## config.mk

```make
export PLATFORM = sky130hd
export DESIGN_NAME = color_window_mask_centroid
export DESIGN_NICKNAME = d
export VERILOG_FILES = /design/src/rtl/core/cwmc_pkg.sv /design/src/rtl/core/cwmc_ctrl.sv /design/src/rtl/core/cwmc_dp.sv /design/src/rtl/core/color_window_mask_centroid.sv
export SDC_FILE = /design/constraint.sdc
export NUM_CORES = 1
export LEC_CHECK = 0
export ABC_CLOCK_PERIOD_IN_PS = 8950
export BUFFER_PORTS_ARGS = -buffer_cell sky130_fd_sc_hd__buf_2
export CAP_MARGIN = 20
export CORE_MARGIN = 8
export CORE_UTILIZATION = 55
export CTS_BUF_LIST = sky130_fd_sc_hd__clkbuf_8
export DETAILED_ROUTE_END_ITERATION = 7
export HOLD_SLACK_MARGIN = 0.1
export PLACE_DENSITY = 0.76
export SETUP_SLACK_MARGIN = 0.1
export SYNTH_ARGS = -nofsm -noshare
export SYNTH_HDL_FRONTEND = slang
export SYNTH_SLANG_ARGS = --single-unit
```

## constraint.sdc

```tcl
create_clock -name clk -period 8.95 [get_ports clk]
set_input_delay 1.79 -clock clk [delete_from_list [all_inputs] [get_ports clk]]
set_output_delay 1.79 -clock clk [all_outputs]
set_load 0.03 [all_outputs]
```

## src/rtl/core/cwmc_pkg.sv

```systemverilog
// ----------------------------------------------------------------------------
// cwmc_pkg
// Shared types, constants and the colour window test for the mask/centroid
// block.
// ----------------------------------------------------------------------------
package cwmc_pkg;

	localparam int MaxWidth  = 2048;
	localparam int MaxHeight = 2048;

	localparam int PosW   = 11;           // column/row position
	localparam int WidthW = 12;           // frame_width register
	localparam int SumW   = 33;           // position sums
	localparam int CntW   = 23;           // match count
	localparam int CoordW = 12;           // centroid fields
	localparam int DivSteps = PosW;       // quotient bits, mean is below 2048

	localparam logic [2:0] CFG_TARGET_BLUE  = 3'd0;
	localparam logic [2:0] CFG_TARGET_GREEN = 3'd1;
	localparam logic [2:0] CFG_TARGET_RED   = 3'd2;
	localparam logic [2:0] CFG_TOL_BLUE     = 3'd3;
	localparam logic [2:0] CFG_TOL_GREEN    = 3'd4;
	localparam logic [2:0] CFG_TOL_RED      = 3'd5;
	localparam logic [2:0] CFG_FRAME_WIDTH  = 3'd6;

	typedef struct packed {
		logic accept;      // input item taken this cycle
		logic div_step;    // one restoring division step
		logic load_pixel;  // output register takes a plain pixel result
		logic load_frame;  // output register takes the frame result
	} cwmc_cmd_t;

	function automatic logic in_window(logic [7:0] sample, logic [7:0] target,
	                                   logic [7:0] tol);
		logic [7:0] t;
		logic [7:0] headroom;
		t = tol;
		if (target < t) t = target;
		headroom = 8'd255 - target;
		if (t > headroom) t = headroom;
		return (sample >= target - t) && (sample <= target + t);
	endfunction

endpackage

```

## src/rtl/core/cwmc_ctrl.sv

```systemverilog
// ----------------------------------------------------------------------------
// cwmc_ctrl
// Controller: handshakes, frame-end division sequencing, output valid.
// ----------------------------------------------------------------------------
module cwmc_ctrl
	import cwmc_pkg::*;
(
	input  logic      clk,
	input  logic      arst_n,
	input  logic      s_tvalid,
	input  logic      s_tlast,
	output logic      s_tready,
	output logic      m_tvalid,
	input  logic      m_tready,
	output cwmc_cmd_t cmd
);

	localparam logic [1:0] ST_IDLE = 2'd0;
	localparam logic [1:0] ST_DIV  = 2'd1;
	localparam logic [1:0] ST_FIN  = 2'd2;

	localparam logic [3:0] LastStep = 4'(DivSteps - 1);

	logic [1:0] state_q;
	logic [3:0] step_q;
	logic       out_valid_q;
	logic       slot_free;

	assign slot_free = !out_valid_q || m_tready;
	assign s_tready  = (state_q == ST_IDLE) && slot_free;
	assign m_tvalid  = out_valid_q;

	always_comb begin
		cmd            = '0;
		cmd.accept     = s_tvalid && s_tready;
		cmd.load_pixel = cmd.accept && !s_tlast;
		cmd.div_step   = (state_q == ST_DIV);
		cmd.load_frame = (state_q == ST_FIN) && slot_free;
	end

	always_ff @(posedge clk or negedge arst_n) begin
		if (!arst_n) begin
			state_q     <= ST_IDLE;
			step_q      <= '0;
			out_valid_q <= 1'b0;
		end else begin
			if (cmd.load_pixel || cmd.load_frame) out_valid_q <= 1'b1;
			else if (m_tready) out_valid_q <= 1'b0;

			unique case (state_q)
				ST_IDLE: begin
					step_q <= '0;
					if (cmd.accept && s_tlast) state_q <= ST_DIV;
				end
				ST_DIV: begin
					step_q <= step_q + 4'd1;
					if (step_q == LastStep) state_q <= ST_FIN;
				end
				ST_FIN: begin
					if (slot_free) state_q <= ST_IDLE;
				end
				default: state_q <= ST_IDLE;
			endcase
		end
	end

endmodule

```

## src/rtl/core/cwmc_dp.sv

```systemverilog
// ----------------------------------------------------------------------------
// cwmc_dp
// Datapath: config registers, window test, position tracking, sums and
// count, restoring division of both coordinates by one shared divisor register, output register.
// ----------------------------------------------------------------------------
module cwmc_dp
	import cwmc_pkg::*;
(
	input  logic              clk,
	input  logic              arst_n,
	input  logic              cfg_wr_en,
	input  logic [2:0]        cfg_index,
	input  logic [11:0]       cfg_data,
	input  logic [7:0]        pixel_blue,
	input  logic [7:0]        pixel_green,
	input  logic [7:0]        pixel_red,
	input  logic              frame_last,
	input  cwmc_cmd_t         cmd,
	output logic              mask_on,
	output logic              frame_done,
	output logic [CoordW-1:0] center_x,
	output logic [CoordW-1:0] center_y
);

	logic [7:0]        target_blue_q, target_green_q, target_red_q;
	logic [7:0]        tol_blue_q, tol_green_q, tol_red_q;
	logic [WidthW-1:0] frame_width_q;

	logic [PosW-1:0] col_q, row_q;
	logic [SumW-1:0] sum_col_q, sum_row_q;
	logic [CntW-1:0] count_q;

	logic [SumW-1:0] rem_x_q, rem_y_q, div_sh_q;
	logic [PosW-1:0] quo_x_q, quo_y_q;
	logic            zero_q, hit_last_q;

	logic [WidthW-1:0] width_eff, col_next;
	logic [PosW-1:0]   col_cur;
	logic              hit, add;
	logic [SumW-1:0]   sum_col_new, sum_row_new;
	logic [CntW-1:0]   count_new;
	logic              ge_x, ge_y;

	always_ff @(posedge clk or negedge arst_n) begin
		if (!arst_n) begin
			target_blue_q  <= 8'd0;
			target_green_q <= 8'd0;
			target_red_q   <= 8'd0;
			tol_blue_q     <= 8'd15;
			tol_green_q    <= 8'd15;
			tol_red_q      <= 8'd15;
			frame_width_q  <= 12'd640;
		end else if (cfg_wr_en) begin
			unique case (cfg_index)
				CFG_TARGET_BLUE:  target_blue_q  <= cfg_data[7:0];
				CFG_TARGET_GREEN: target_green_q <= cfg_data[7:0];
				CFG_TARGET_RED:   target_red_q   <= cfg_data[7:0];
				CFG_TOL_BLUE:     tol_blue_q     <= cfg_data[7:0];
				CFG_TOL_GREEN:    tol_green_q    <= cfg_data[7:0];
				CFG_TOL_RED:      tol_red_q      <= cfg_data[7:0];
				CFG_FRAME_WIDTH:  frame_width_q  <= cfg_data;
				default: ;
			endcase
		end
	end

	always_comb begin
		if (frame_width_q == '0) width_eff = WidthW'(1);
		else if (frame_width_q > WidthW'(MaxWidth)) width_eff = WidthW'(MaxWidth);
		else width_eff = frame_width_q;

		col_cur  = ({1'b0, col_q} >= width_eff) ? '0 : col_q;
		col_next = {1'b0, col_cur} + WidthW'(1);

		hit = in_window(pixel_blue, target_blue_q, tol_blue_q) &&
		      in_window(pixel_green, target_green_q, tol_green_q) &&
		      in_window(pixel_red, target_red_q, tol_red_q);
		add = hit && !count_q[CntW-1];

		sum_col_new = add ? sum_col_q + SumW'(col_cur) : sum_col_q;
		sum_row_new = add ? sum_row_q + SumW'(row_q) : sum_row_q;
		count_new   = add ? count_q + CntW'(1) : count_q;
	end

	always_ff @(posedge clk or negedge arst_n) begin
		if (!arst_n) begin
			col_q     <= '0;
			row_q     <= '0;
			sum_col_q <= '0;
			sum_row_q <= '0;
			count_q   <= '0;
		end else if (cmd.accept) begin
			if (frame_last) begin
				col_q     <= '0;
				row_q     <= '0;
				sum_col_q <= '0;
				sum_row_q <= '0;
				count_q   <= '0;
			end else begin
				sum_col_q <= sum_col_new;
				sum_row_q <= sum_row_new;
				count_q   <= count_new;
				if (col_next >= width_eff) begin
					col_q <= '0;
					if (row_q != PosW'(MaxHeight - 1)) row_q <= row_q + PosW'(1);
				end else begin
					col_q <= col_next[PosW-1:0];
				end
			end
		end
	end

	// divisor starts at count << (DivSteps-1) and slides right each step
	assign ge_x = rem_x_q >= div_sh_q;
	assign ge_y = rem_y_q >= div_sh_q;

	always_ff @(posedge clk) begin
		if (cmd.accept && frame_last) begin
			rem_x_q    <= sum_col_new;
			rem_y_q    <= sum_row_new;
			div_sh_q   <= {count_new, (DivSteps - 1)'(0)};
			quo_x_q    <= '0;
			quo_y_q    <= '0;
			zero_q     <= (count_new == '0);
			hit_last_q <= hit;
		end else if (cmd.div_step) begin
			if (ge_x) rem_x_q <= rem_x_q - div_sh_q;
			if (ge_y) rem_y_q <= rem_y_q - div_sh_q;
			quo_x_q  <= {quo_x_q[PosW-2:0], ge_x};
			quo_y_q  <= {quo_y_q[PosW-2:0], ge_y};
			div_sh_q <= {1'b0, div_sh_q[SumW-1:1]};
		end
	end

	always_ff @(posedge clk) begin
		if (cmd.load_pixel) begin
			mask_on    <= hit;
			frame_done <= 1'b0;
			center_x   <= '0;
			center_y   <= '0;
		end else if (cmd.load_frame) begin
			mask_on    <= hit_last_q;
			frame_done <= 1'b1;
			center_x   <= zero_q ? '1 : {1'b0, quo_x_q};
			center_y   <= zero_q ? '1 : {1'b0, quo_y_q};
		end
	end

endmodule

```

## src/rtl/core/color_window_mask_centroid.sv

```systemverilog
// ----------------------------------------------------------------------------
// color_window_mask_centroid
// Colour-window mask and blob centroid over a raster stream of BGR pixels.
// ----------------------------------------------------------------------------
// Each pixel item gives one result item carrying its mask bit. Ordinary
// pixels go through back to back while the receiver takes the results, each
// result registered in the output register. The item marked last in a frame
// starts a restoring division of the column and row sums by the match count,
// one quotient bit per cycle. Its result, with tlast set and the centroid or
// -1,-1 when nothing matched, is loaded once the division is done and the
// output register is free, and the input is held off until then. A result
// left waiting in the output register holds off the next pixel until the
// receiver takes it.
module color_window_mask_centroid
	import cwmc_pkg::*;
(
	input  logic        clk,
	input  logic        arst_n,
	input  logic        cfg_wr_en,
	input  logic [2:0]  cfg_index,
	input  logic [11:0] cfg_data,
	input  logic        s_tvalid,
	output logic        s_tready,
	input  logic [23:0] s_tdata,   // pixel_blue[7:0], pixel_green[15:8], pixel_red[23:16]
	input  logic        s_tlast,   // frame_last
	output logic        m_tvalid,
	input  logic        m_tready,
	output logic [31:0] m_tdata,   // mask_on[0], center_x[12:1], center_y[24:13], zero
	output logic        m_tlast    // frame_done
);

	cwmc_cmd_t         cmd;
	logic              mask_on;
	logic [CoordW-1:0] center_x, center_y;

	cwmc_ctrl u_ctrl (
		.clk      (clk),
		.arst_n   (arst_n),
		.s_tvalid (s_tvalid),
		.s_tlast  (s_tlast),
		.s_tready (s_tready),
		.m_tvalid (m_tvalid),
		.m_tready (m_tready),
		.cmd      (cmd)
	);

	cwmc_dp u_dp (
		.clk         (clk),
		.arst_n      (arst_n),
		.cfg_wr_en   (cfg_wr_en),
		.cfg_index   (cfg_index),
		.cfg_data    (cfg_data),
		.pixel_blue  (s_tdata[7:0]),
		.pixel_green (s_tdata[15:8]),
		.pixel_red   (s_tdata[23:16]),
		.frame_last  (s_tlast),
		.cmd         (cmd),
		.mask_on     (mask_on),
		.frame_done  (m_tlast),
		.center_x    (center_x),
		.center_y    (center_y)
	);

	assign m_tdata = {7'd0, center_y, center_x, mask_on};

	a_last_stalls_input: assert property (@(posedge clk) disable iff (!arst_n)
		(s_tvalid && s_tready && s_tlast) |=> !s_tready)
		else $error("input taken during frame-end division");

	a_plain_result_zero: assert property (@(posedge clk) disable iff (!arst_n)
		(m_tvalid && !m_tlast) |-> (center_x == '0 && center_y == '0))
		else $error("centroid set on a plain pixel result");

	a_none_both: assert property (@(posedge clk) disable iff (!arst_n)
		(m_tvalid && m_tlast) |-> ((center_x == '1) == (center_y == '1)))
		else $error("only one centroid coordinate marks no match");

endmodule

```

---- Yosys cells after proc, flatten, opt, wreduce, memory -nomap -nowiden ----
Index checks and enable logic that the tools add are counted.
word-level totals
  ROM bits ................................ 0
  bits in latches ......................... 0
  memories kept ........................... 0
  output and inout bits ................... 35
  word-level logic and storage cells ...... 152
  register bits ........................... 327
  bits in writable memories ............... 0
operators by class
  shift operators ......................... 0
  order comparisons ....................... 17
  bitwise operators ....................... 0
  multiplexer cells ....................... 39
  multipliers ............................. 0
  reduce and logical (&&, ||, !) cells .... 39
  eq/ne operators ......................... 13
  add/subtract/negate cells ............... 17
  div/mod/pow operators ................... 0
operators by type and width
  operator                                                          number
  33-bit 2-to-1 mux                                                 12
  33-bit by 11-bit adder with 33-bit output                         2
  33-bit greater-or-equal comparator                                2
  11-bit 2-to-1 mux                                                 6
  33-bit subtractor                                                 2
  12-bit 2-to-1 mux                                                 4
  8-bit 2-to-1 mux                                                  6
  23-bit 2-to-1 mux                                                 2
  8-bit adder                                                       3
  8-bit greater-or-equal comparator                                 3
  8-bit > comparator                                                3
  8-bit less-or-equal comparator                                    3
  8-bit < comparator                                                3
  8-bit subtractor                                                  3
  8-bit subtractor (first input constant)                           3
  23-bit by 1-bit adder with 23-bit output (second input constant)  1
  23-bit zero test                                                  1
  2-bit AND reduction                                               9
  2-bit nonzero test                                                8
  11-bit by 1-bit adder with 12-bit output (second input constant)  1
  11-bit by 12-bit greater-or-equal comparator with 1-bit output    1
  12-bit greater-or-equal comparator                                1
  12-bit > comparator (second input constant)                       1
  12-bit zero test                                                  1
  other kinds (21)                                                  44

---- Depth between registers and ports, before layout ----
  depth after elaboration ................. 12
  gate-level depth with buffers ........... 45
  gate-level depth less buffers ........... 40

---- Hierarchy ----
From an unflattened synthesis, not the netlist that was laid out.
unflattened totals
  cell total of the unflattened synthesis .. 2747
  area, all modules ....................... 25279.2 sq um
modules (own cells, without submodules)
  module                      cells an instance  instances  sequential area each (sq um)  area each (sq um)
  cwmc_dp                     2697               1          8180.3                        24823.8
  cwmc_ctrl                   41                 1          175.2                         391.6
  color_window_mask_centroid  9                  1          0.0                           63.8

---- Worst setup path before layout ----
No wires, ideal clock.
  path type ............................... reg2reg
  start ................................... register u_dp.tol_green_q[1]
  end ..................................... register u_dp.div_sh_q[25], data pin
  required time ........................... 8.679 ns
  library setup time ...................... 0.271 ns
  arrival time ............................ 7.494 ns
  path slack .............................. 1.185 ns
  cell stages (with the launch flop) ...... 44
  buffers on the path ..................... 3
  cells stage by stage .................... dfstp_2 -> inv_1 -> ha_1 -> a21o_1 -> a21o_1 -> a21oi_1 -> nor2b_1 -> o21ai_0 -> a21oi_2 -> mux2i_1 -> inv_1 -> ha_1 -> nor2b_1 -> o21a_1 -> o21a_1 -> o21ai_0 -> nand2b_1 -> a21oi_1 -> [... 8 more ...] -> o21bai_1 -> a21oi_1 -> o21bai_1 -> a21oi_1 -> xor2_1 -> ha_1 -> a21oi_1 -> o21a_1 -> nand3_1 -> o211ai_1 -> o211ai_2 -> or3_1 -> buf_6 -> buf_6 -> nor2_2 -> nand3_1 -> xnor2_1 -> o22ai_1
between the ends
  longest elaborated chain between the ends .. 12
RTL lines
  what                                                                                 RTL line        RTL
  start: declaration                                                                   cwmc_dp.sv:26   logic [7:0] tol_blue_q, tol_green_q, tol_red_q;
  start signal: assignment                                                             cwmc_dp.sv:59   CFG_TOL_GREEN: tol_green_q <= cfg_data[7:0];
  8-bit < comparator                                                                   cwmc_pkg.sv:38  if (target < t) t = target;
  8-bit 2-to-1 mux *                                                                   cwmc_pkg.sv:38
  8-bit > comparator                                                                   cwmc_pkg.sv:40  if (t > headroom) t = headroom;
  8-bit 2-to-1 mux *                                                                   cwmc_pkg.sv:40
  8-bit subtractor or 8-bit adder (tied branches)                                      cwmc_pkg.sv:41  return (sample >= target - t) && (sample <= target + t);
  8-bit greater-or-equal comparator or 8-bit less-or-equal comparator (tied branches)  cwmc_pkg.sv:41
  1-bit logical AND *                                                                  cwmc_pkg.sv:41
  1-bit logical AND *                                                                  cwmc_dp.sv:75   hit = in_window(pixel_blue, target_blue_q, tol_blue_q) &&
  1-bit logical AND *                                                                  cwmc_dp.sv:76   in_window(pixel_green, target_green_q, tol_green_q) &&
  1-bit logical AND *                                                                  cwmc_dp.sv:78   add = hit && !count_q[CntW-1];
  23-bit 2-to-1 mux *                                                                  cwmc_dp.sv:82   count_new = add ? count_q + CntW'(1) : count_q;
  33-bit 2-to-1 mux *                                                                  cwmc_dp.sv:118  if (cmd.accept && frame_last) begin
  end signal: assignment                                                               cwmc_dp.sv:121  div_sh_q <= {count_new, (DivSteps - 1)'(0)};
  end signal: assignment                                                               cwmc_dp.sv:131  div_sh_q <= {1'b0, div_sh_q[SumW-1:1]};
  end: declaration                                                                     cwmc_dp.sv:33   logic [SumW-1:0] rem_x_q, rem_y_q, div_sh_q;
Every way passes the cells marked *; elsewhere a longest branch is shown, timed or not.
A chain may end at the register's enable or synchronous reset.

---- Worst setup path in the final report ----
  start ................................... register u_dp.tol_blue_q[1]
  end ..................................... register u_dp.rem_x_q[22], data pin
between the ends
  longest elaborated chain between the ends .. 12
RTL lines
  what                                                                                 RTL line        RTL
  start: declaration                                                                   cwmc_dp.sv:26
  start signal: assignment                                                             cwmc_dp.sv:58   CFG_TOL_BLUE: tol_blue_q <= cfg_data[7:0];
  8-bit < comparator                                                                   cwmc_pkg.sv:38
  8-bit 2-to-1 mux *                                                                   cwmc_pkg.sv:38
  8-bit > comparator                                                                   cwmc_pkg.sv:40
  8-bit 2-to-1 mux *                                                                   cwmc_pkg.sv:40
  8-bit subtractor or 8-bit adder (tied branches)                                      cwmc_pkg.sv:41
  8-bit greater-or-equal comparator or 8-bit less-or-equal comparator (tied branches)  cwmc_pkg.sv:41
  1-bit logical AND *                                                                  cwmc_pkg.sv:41
  1-bit logical AND *                                                                  cwmc_dp.sv:75
  1-bit logical AND *                                                                  cwmc_dp.sv:76
  1-bit logical AND *                                                                  cwmc_dp.sv:78
  33-bit 2-to-1 mux *                                                                  cwmc_dp.sv:80   sum_col_new = add ? sum_col_q + SumW'(col_cur) : sum_col_q;
  33-bit 2-to-1 mux *                                                                  cwmc_dp.sv:118
  end signal: assignment                                                               cwmc_dp.sv:119  rem_x_q <= sum_col_new;
  end signal: assignment                                                               cwmc_dp.sv:127  if (ge_x) rem_x_q <= rem_x_q - div_sh_q;
  end: declaration                                                                     cwmc_dp.sv:33
Marked as above.

==> results by group <==
Routing
  – Avg WL per Cell: 18.1 microns
  – Highest routed layer: met4
  – Via count: 20800
  – WL met2: 29700 microns
  – Met3 WL post-DR: 3910 microns
  – DRT iter0 DRCs: 1566
  – # DRC: 0
  – Wirelength, routed: 63000 microns
  – ANT nets after route: 0
  – Vias/cell: 5.97
  – DRT Pass-1 Iters: 6
  – Routed metal-1 wirelength: 27400 microns

Yosys
  – Yosys warning total: 0
  – Top cell type's share of synthesized area: 16.6%
  – Post-synth top flop: dfrtp_1
  – Synth unique cells: 82
  – Leading area contributor after synthesis: dfrtp_1
  – Top post-synthesis cells by count: 297 x nand2_1, 257 x ha_1, 255 x nor2_1, 206 x a21oi_1, 172 x o21ai_0
  – Post-synth EDFFs: 92
  – Netlist Area Pre-Place: 24700 sq um
  – Synth top area cells: dfrtp_1 17%, ha_1 13%, edfxtp_1 11%
  – Yosys reg bits: 326
  – Synth async-reset ratio: 54.6%
  – Mean Syn Cell Area: 8.80 sq um
  – Seq/Total Area, Yosys: 33.8%
  – Cells after Synth: 2806
  – Count leader, synth: nand2_1

Setup path
  – R2R setup slack: 0.60 ns
  – CP Max Fanout: 24
  – Crit path buf inv count: 3
  – R2r worst-path depth: 41
  – Most frequent CP cell: a21oi_1
  – Type of the worst setup path: register to register
  – Reg2Reg Launch Point: u_dp.tol_blue_q[1]$_DFFE_PN1P_
  – Reg2reg end: u_dp.rem_x_q[22]$_DFFE_PP_
  – Setup crit start kind: register
  – CP max stage cell: dfstp_2
  – Critical path's largest stage delay: 0.55 ns
  – Crit. End Element: register
  – CP Launch Point: u_dp.tol_blue_q[1]$_DFFE_PN1P_
  – CP delay by family, top: compound AO/OA/AOI/OAI gates
  – CP required: 9.33 ns
  – Worst endpoint data arrival time: 8.72 ns

CTS
  – Clock Pin Slew Worst Setup and Hold Paths: 0.06 ns
  – Clock Sinks: 326
  – Root Driver: clkbuf_8
  – CTS tree: yes
  – Clock Path Buffers: 3
  – Clk_lat worst skew: 0.67 ns
  – H-tree lvl count: 2
  – Num CTS Buffers: 59

Floorplan
  – Core Area: 44200 sq um
  – Die X: 228 microns
  – Die area: 51900 sq um
  – Ports: 80
  – Starting Density: 55.8%
  – # rows: 77
  – Die height: 228 microns

Min path
  – Hold crit path type: register to register
  – WHS Endpoint: u_dp.quo_x_q[10]$_SDFFE_PP0P_
  – Worst Hold Launch: u_dp.quo_x_q[10]$_SDFFE_PP0P_
  – Worst Hold Path Cells: 2

Finish
  – Final instance area: 27000 sq um
  – P&R area growth vs syn: 9.38%
  – Share of cells above drive strength 1: 11.2%
  – Fin cells: 3486
  – Nets: 3155
  – Fin util: 61.1%

Global route
  – Gr usage total: 23.1%
  – Grt ovf: 0
  – First-pass GRT wire length: 102000 microns
  – Number of global-route vias before repair: 20400
  – Initial antenna violation count: 0
  – Largest net degree at the start of global routing: 108

Timing
  – Setup TNS Final: 0 ns
  – Period utilisation layout: 93.3%
  – Slew headroom: 28.6%
  – Clock Skews: 0.0552 ns
  – Final hold vios: 0
  – RSZ-0062 raised after global routing: no
  – Final setup violation count: 0
  – Max Clock Freq: 120 MHz
  – Max-slew violation count: 0
  – Fin crit period: 8.35 ns
  – Worst slew pin tran: 1.07 ns

Power and ir drop
  – Leak pwr: 0.0119 uW
  – IR Drop Worst-Case VDD: 294 uV
  – Total power density per cell area: 412 nW/um^2

Place
  – Placer Congestion: 0.963
  – HPWL Detailed: 45200 microns
  – Buffers on Ports: 72
  – Placed inst area: 25500 sq um
  – Placed cells: 3365

Flow run
  – Max_cap viols: 0

Status
  – Outcome: finished clean
[worst min-delay path: cells and delay by family, from the launching register on]
kind / cells / cell delay (ns)
AOI/OAI and AO/OA: 1 / 0.05
DFF: 1 / 0.31
and+or+nand+nor: 1 / 0.06
[metal layers]
layer,vias up,global-route usage [%]
li1,10000,-
met1,9976,29.9
met2,644,38.7
met3,143,4.02
met4,0,8.20
met5,-,0
[cell families (layout without fill, tap and decap cells)]
logic type | Yosys count | count (layout) | synth area share (%)
DFF | 326 | 326 | 33.8
xor gates and xnor gates | 191 | 191 | 6.78
and+or+nand+nor | 909 | 909 | 17.2
AOI/OAI and AO/OA | 659 | 659 | 16.3
muxes | 176 | 176 | 7.45
other | 1 | 8 | 0.0152
adders and majority gates | 267 | 267 | 13.8
buffers and inverters | 277 | 358 | 4.60
[worst max path at each step]
stage | cells after the start | slack (ns) | end
6_report | 41 | 0.60 | u_dp.rem_x_q[22]$_DFFE_PP_
5_1_grt | 42 | 0.07 | u_dp.rem_y_q[14]$_DFFE_PP_
4_1_cts | 40 | 0.23 | u_dp.rem_x_q[20]$_DFFE_PP_
3_5_place_dp | 40 | 0.20 | u_dp.rem_x_q[20]$_DFFE_PP_
3_3_place_gp | 40 | 0.37 | u_dp.rem_x_q[20]$_DFFE_PP_
2_1_floorplan | 43 | 1.18 | u_dp.div_sh_q[25]$_DFFE_PP_
[flip-flops by register name, indices dropped and copies added, names as in the netlist, 11 cells and up]
register / count
u_dp.quo_x_q: 11
u_dp.count_q: 23
u_dp.rem_y_q: 33
u_dp.frame_width_q: 12
u_dp.rem_x_q: 33
u_dp.sum_col_q: 33
u_dp.div_sh_q: 33
u_dp.sum_row_q: 33
u_dp.col_q: 11
u_dp.row_q: 11
u_dp.center_x: 11
u_dp.center_y: 12
u_dp.quo_y_q: 11
[layout make-up]
| cell class | instances | area (sq um) |
|---|---|---|
| antenna | 1 | 2.50 |
| timing repair buffer | 102 | 639 |
| clock inverter | 41 | 392 |
| tap | 592 | 741 |
| multi-input combinational | 2209 | 15400 |
| fill | 3747 | 17200 |
| clock buffer | 70 | 963 |
| inverter | 145 | 547 |
| sequential | 326 | 8360 |
[what timing repair did]
item                       in CTS  in global routing
setup endpoints to repair       0                141
resized for setup               0                 22
hold buffers                    0                  0
buffers inserted                0                  6
[per-stage QoR]
stage	hold slack, ns	total power, uW	worst slack, ns
floorplan	0.437	7700	1.18
global placement	0.444	8960	0.366
detailed placement	0.457	9250	0.205
CTS	0.467	10900	0.233
global route	0.486	12000	0.0702
finish	0.466	11100	0.602
[placed cells by master (no fill, tap or decap), types with 25 or more instances in the layout]
master    instances
and3_1           26
o22ai_1          37
nor2_1          252
mux2_2           61
nand4_1          40
xor2_1           71
nor3_1           97
edfxtp_1         92
nand2b_1         25
xnor2_1         120
o21ai_0         169
dfrtp_1         164
buf_2            73
mux2i_1         110
nand3_1          56
dfxtp_1          56
ha_1            257
nand2_1         295
a31oi_1          26
and2_1           27
a21o_1           48
clkbuf_8         71
a21oi_1         205
o21a_1           27
inv_1           161
[report_power, final]
part | total [uW] | internal [uW] | switching [uW]
sequential | 2710 | 2320 | 393
clock | 1620 | 944 | 680
combinational | 6790 | 2760 | 4030
Note: power is estimated with default switching activity, not from simulation.
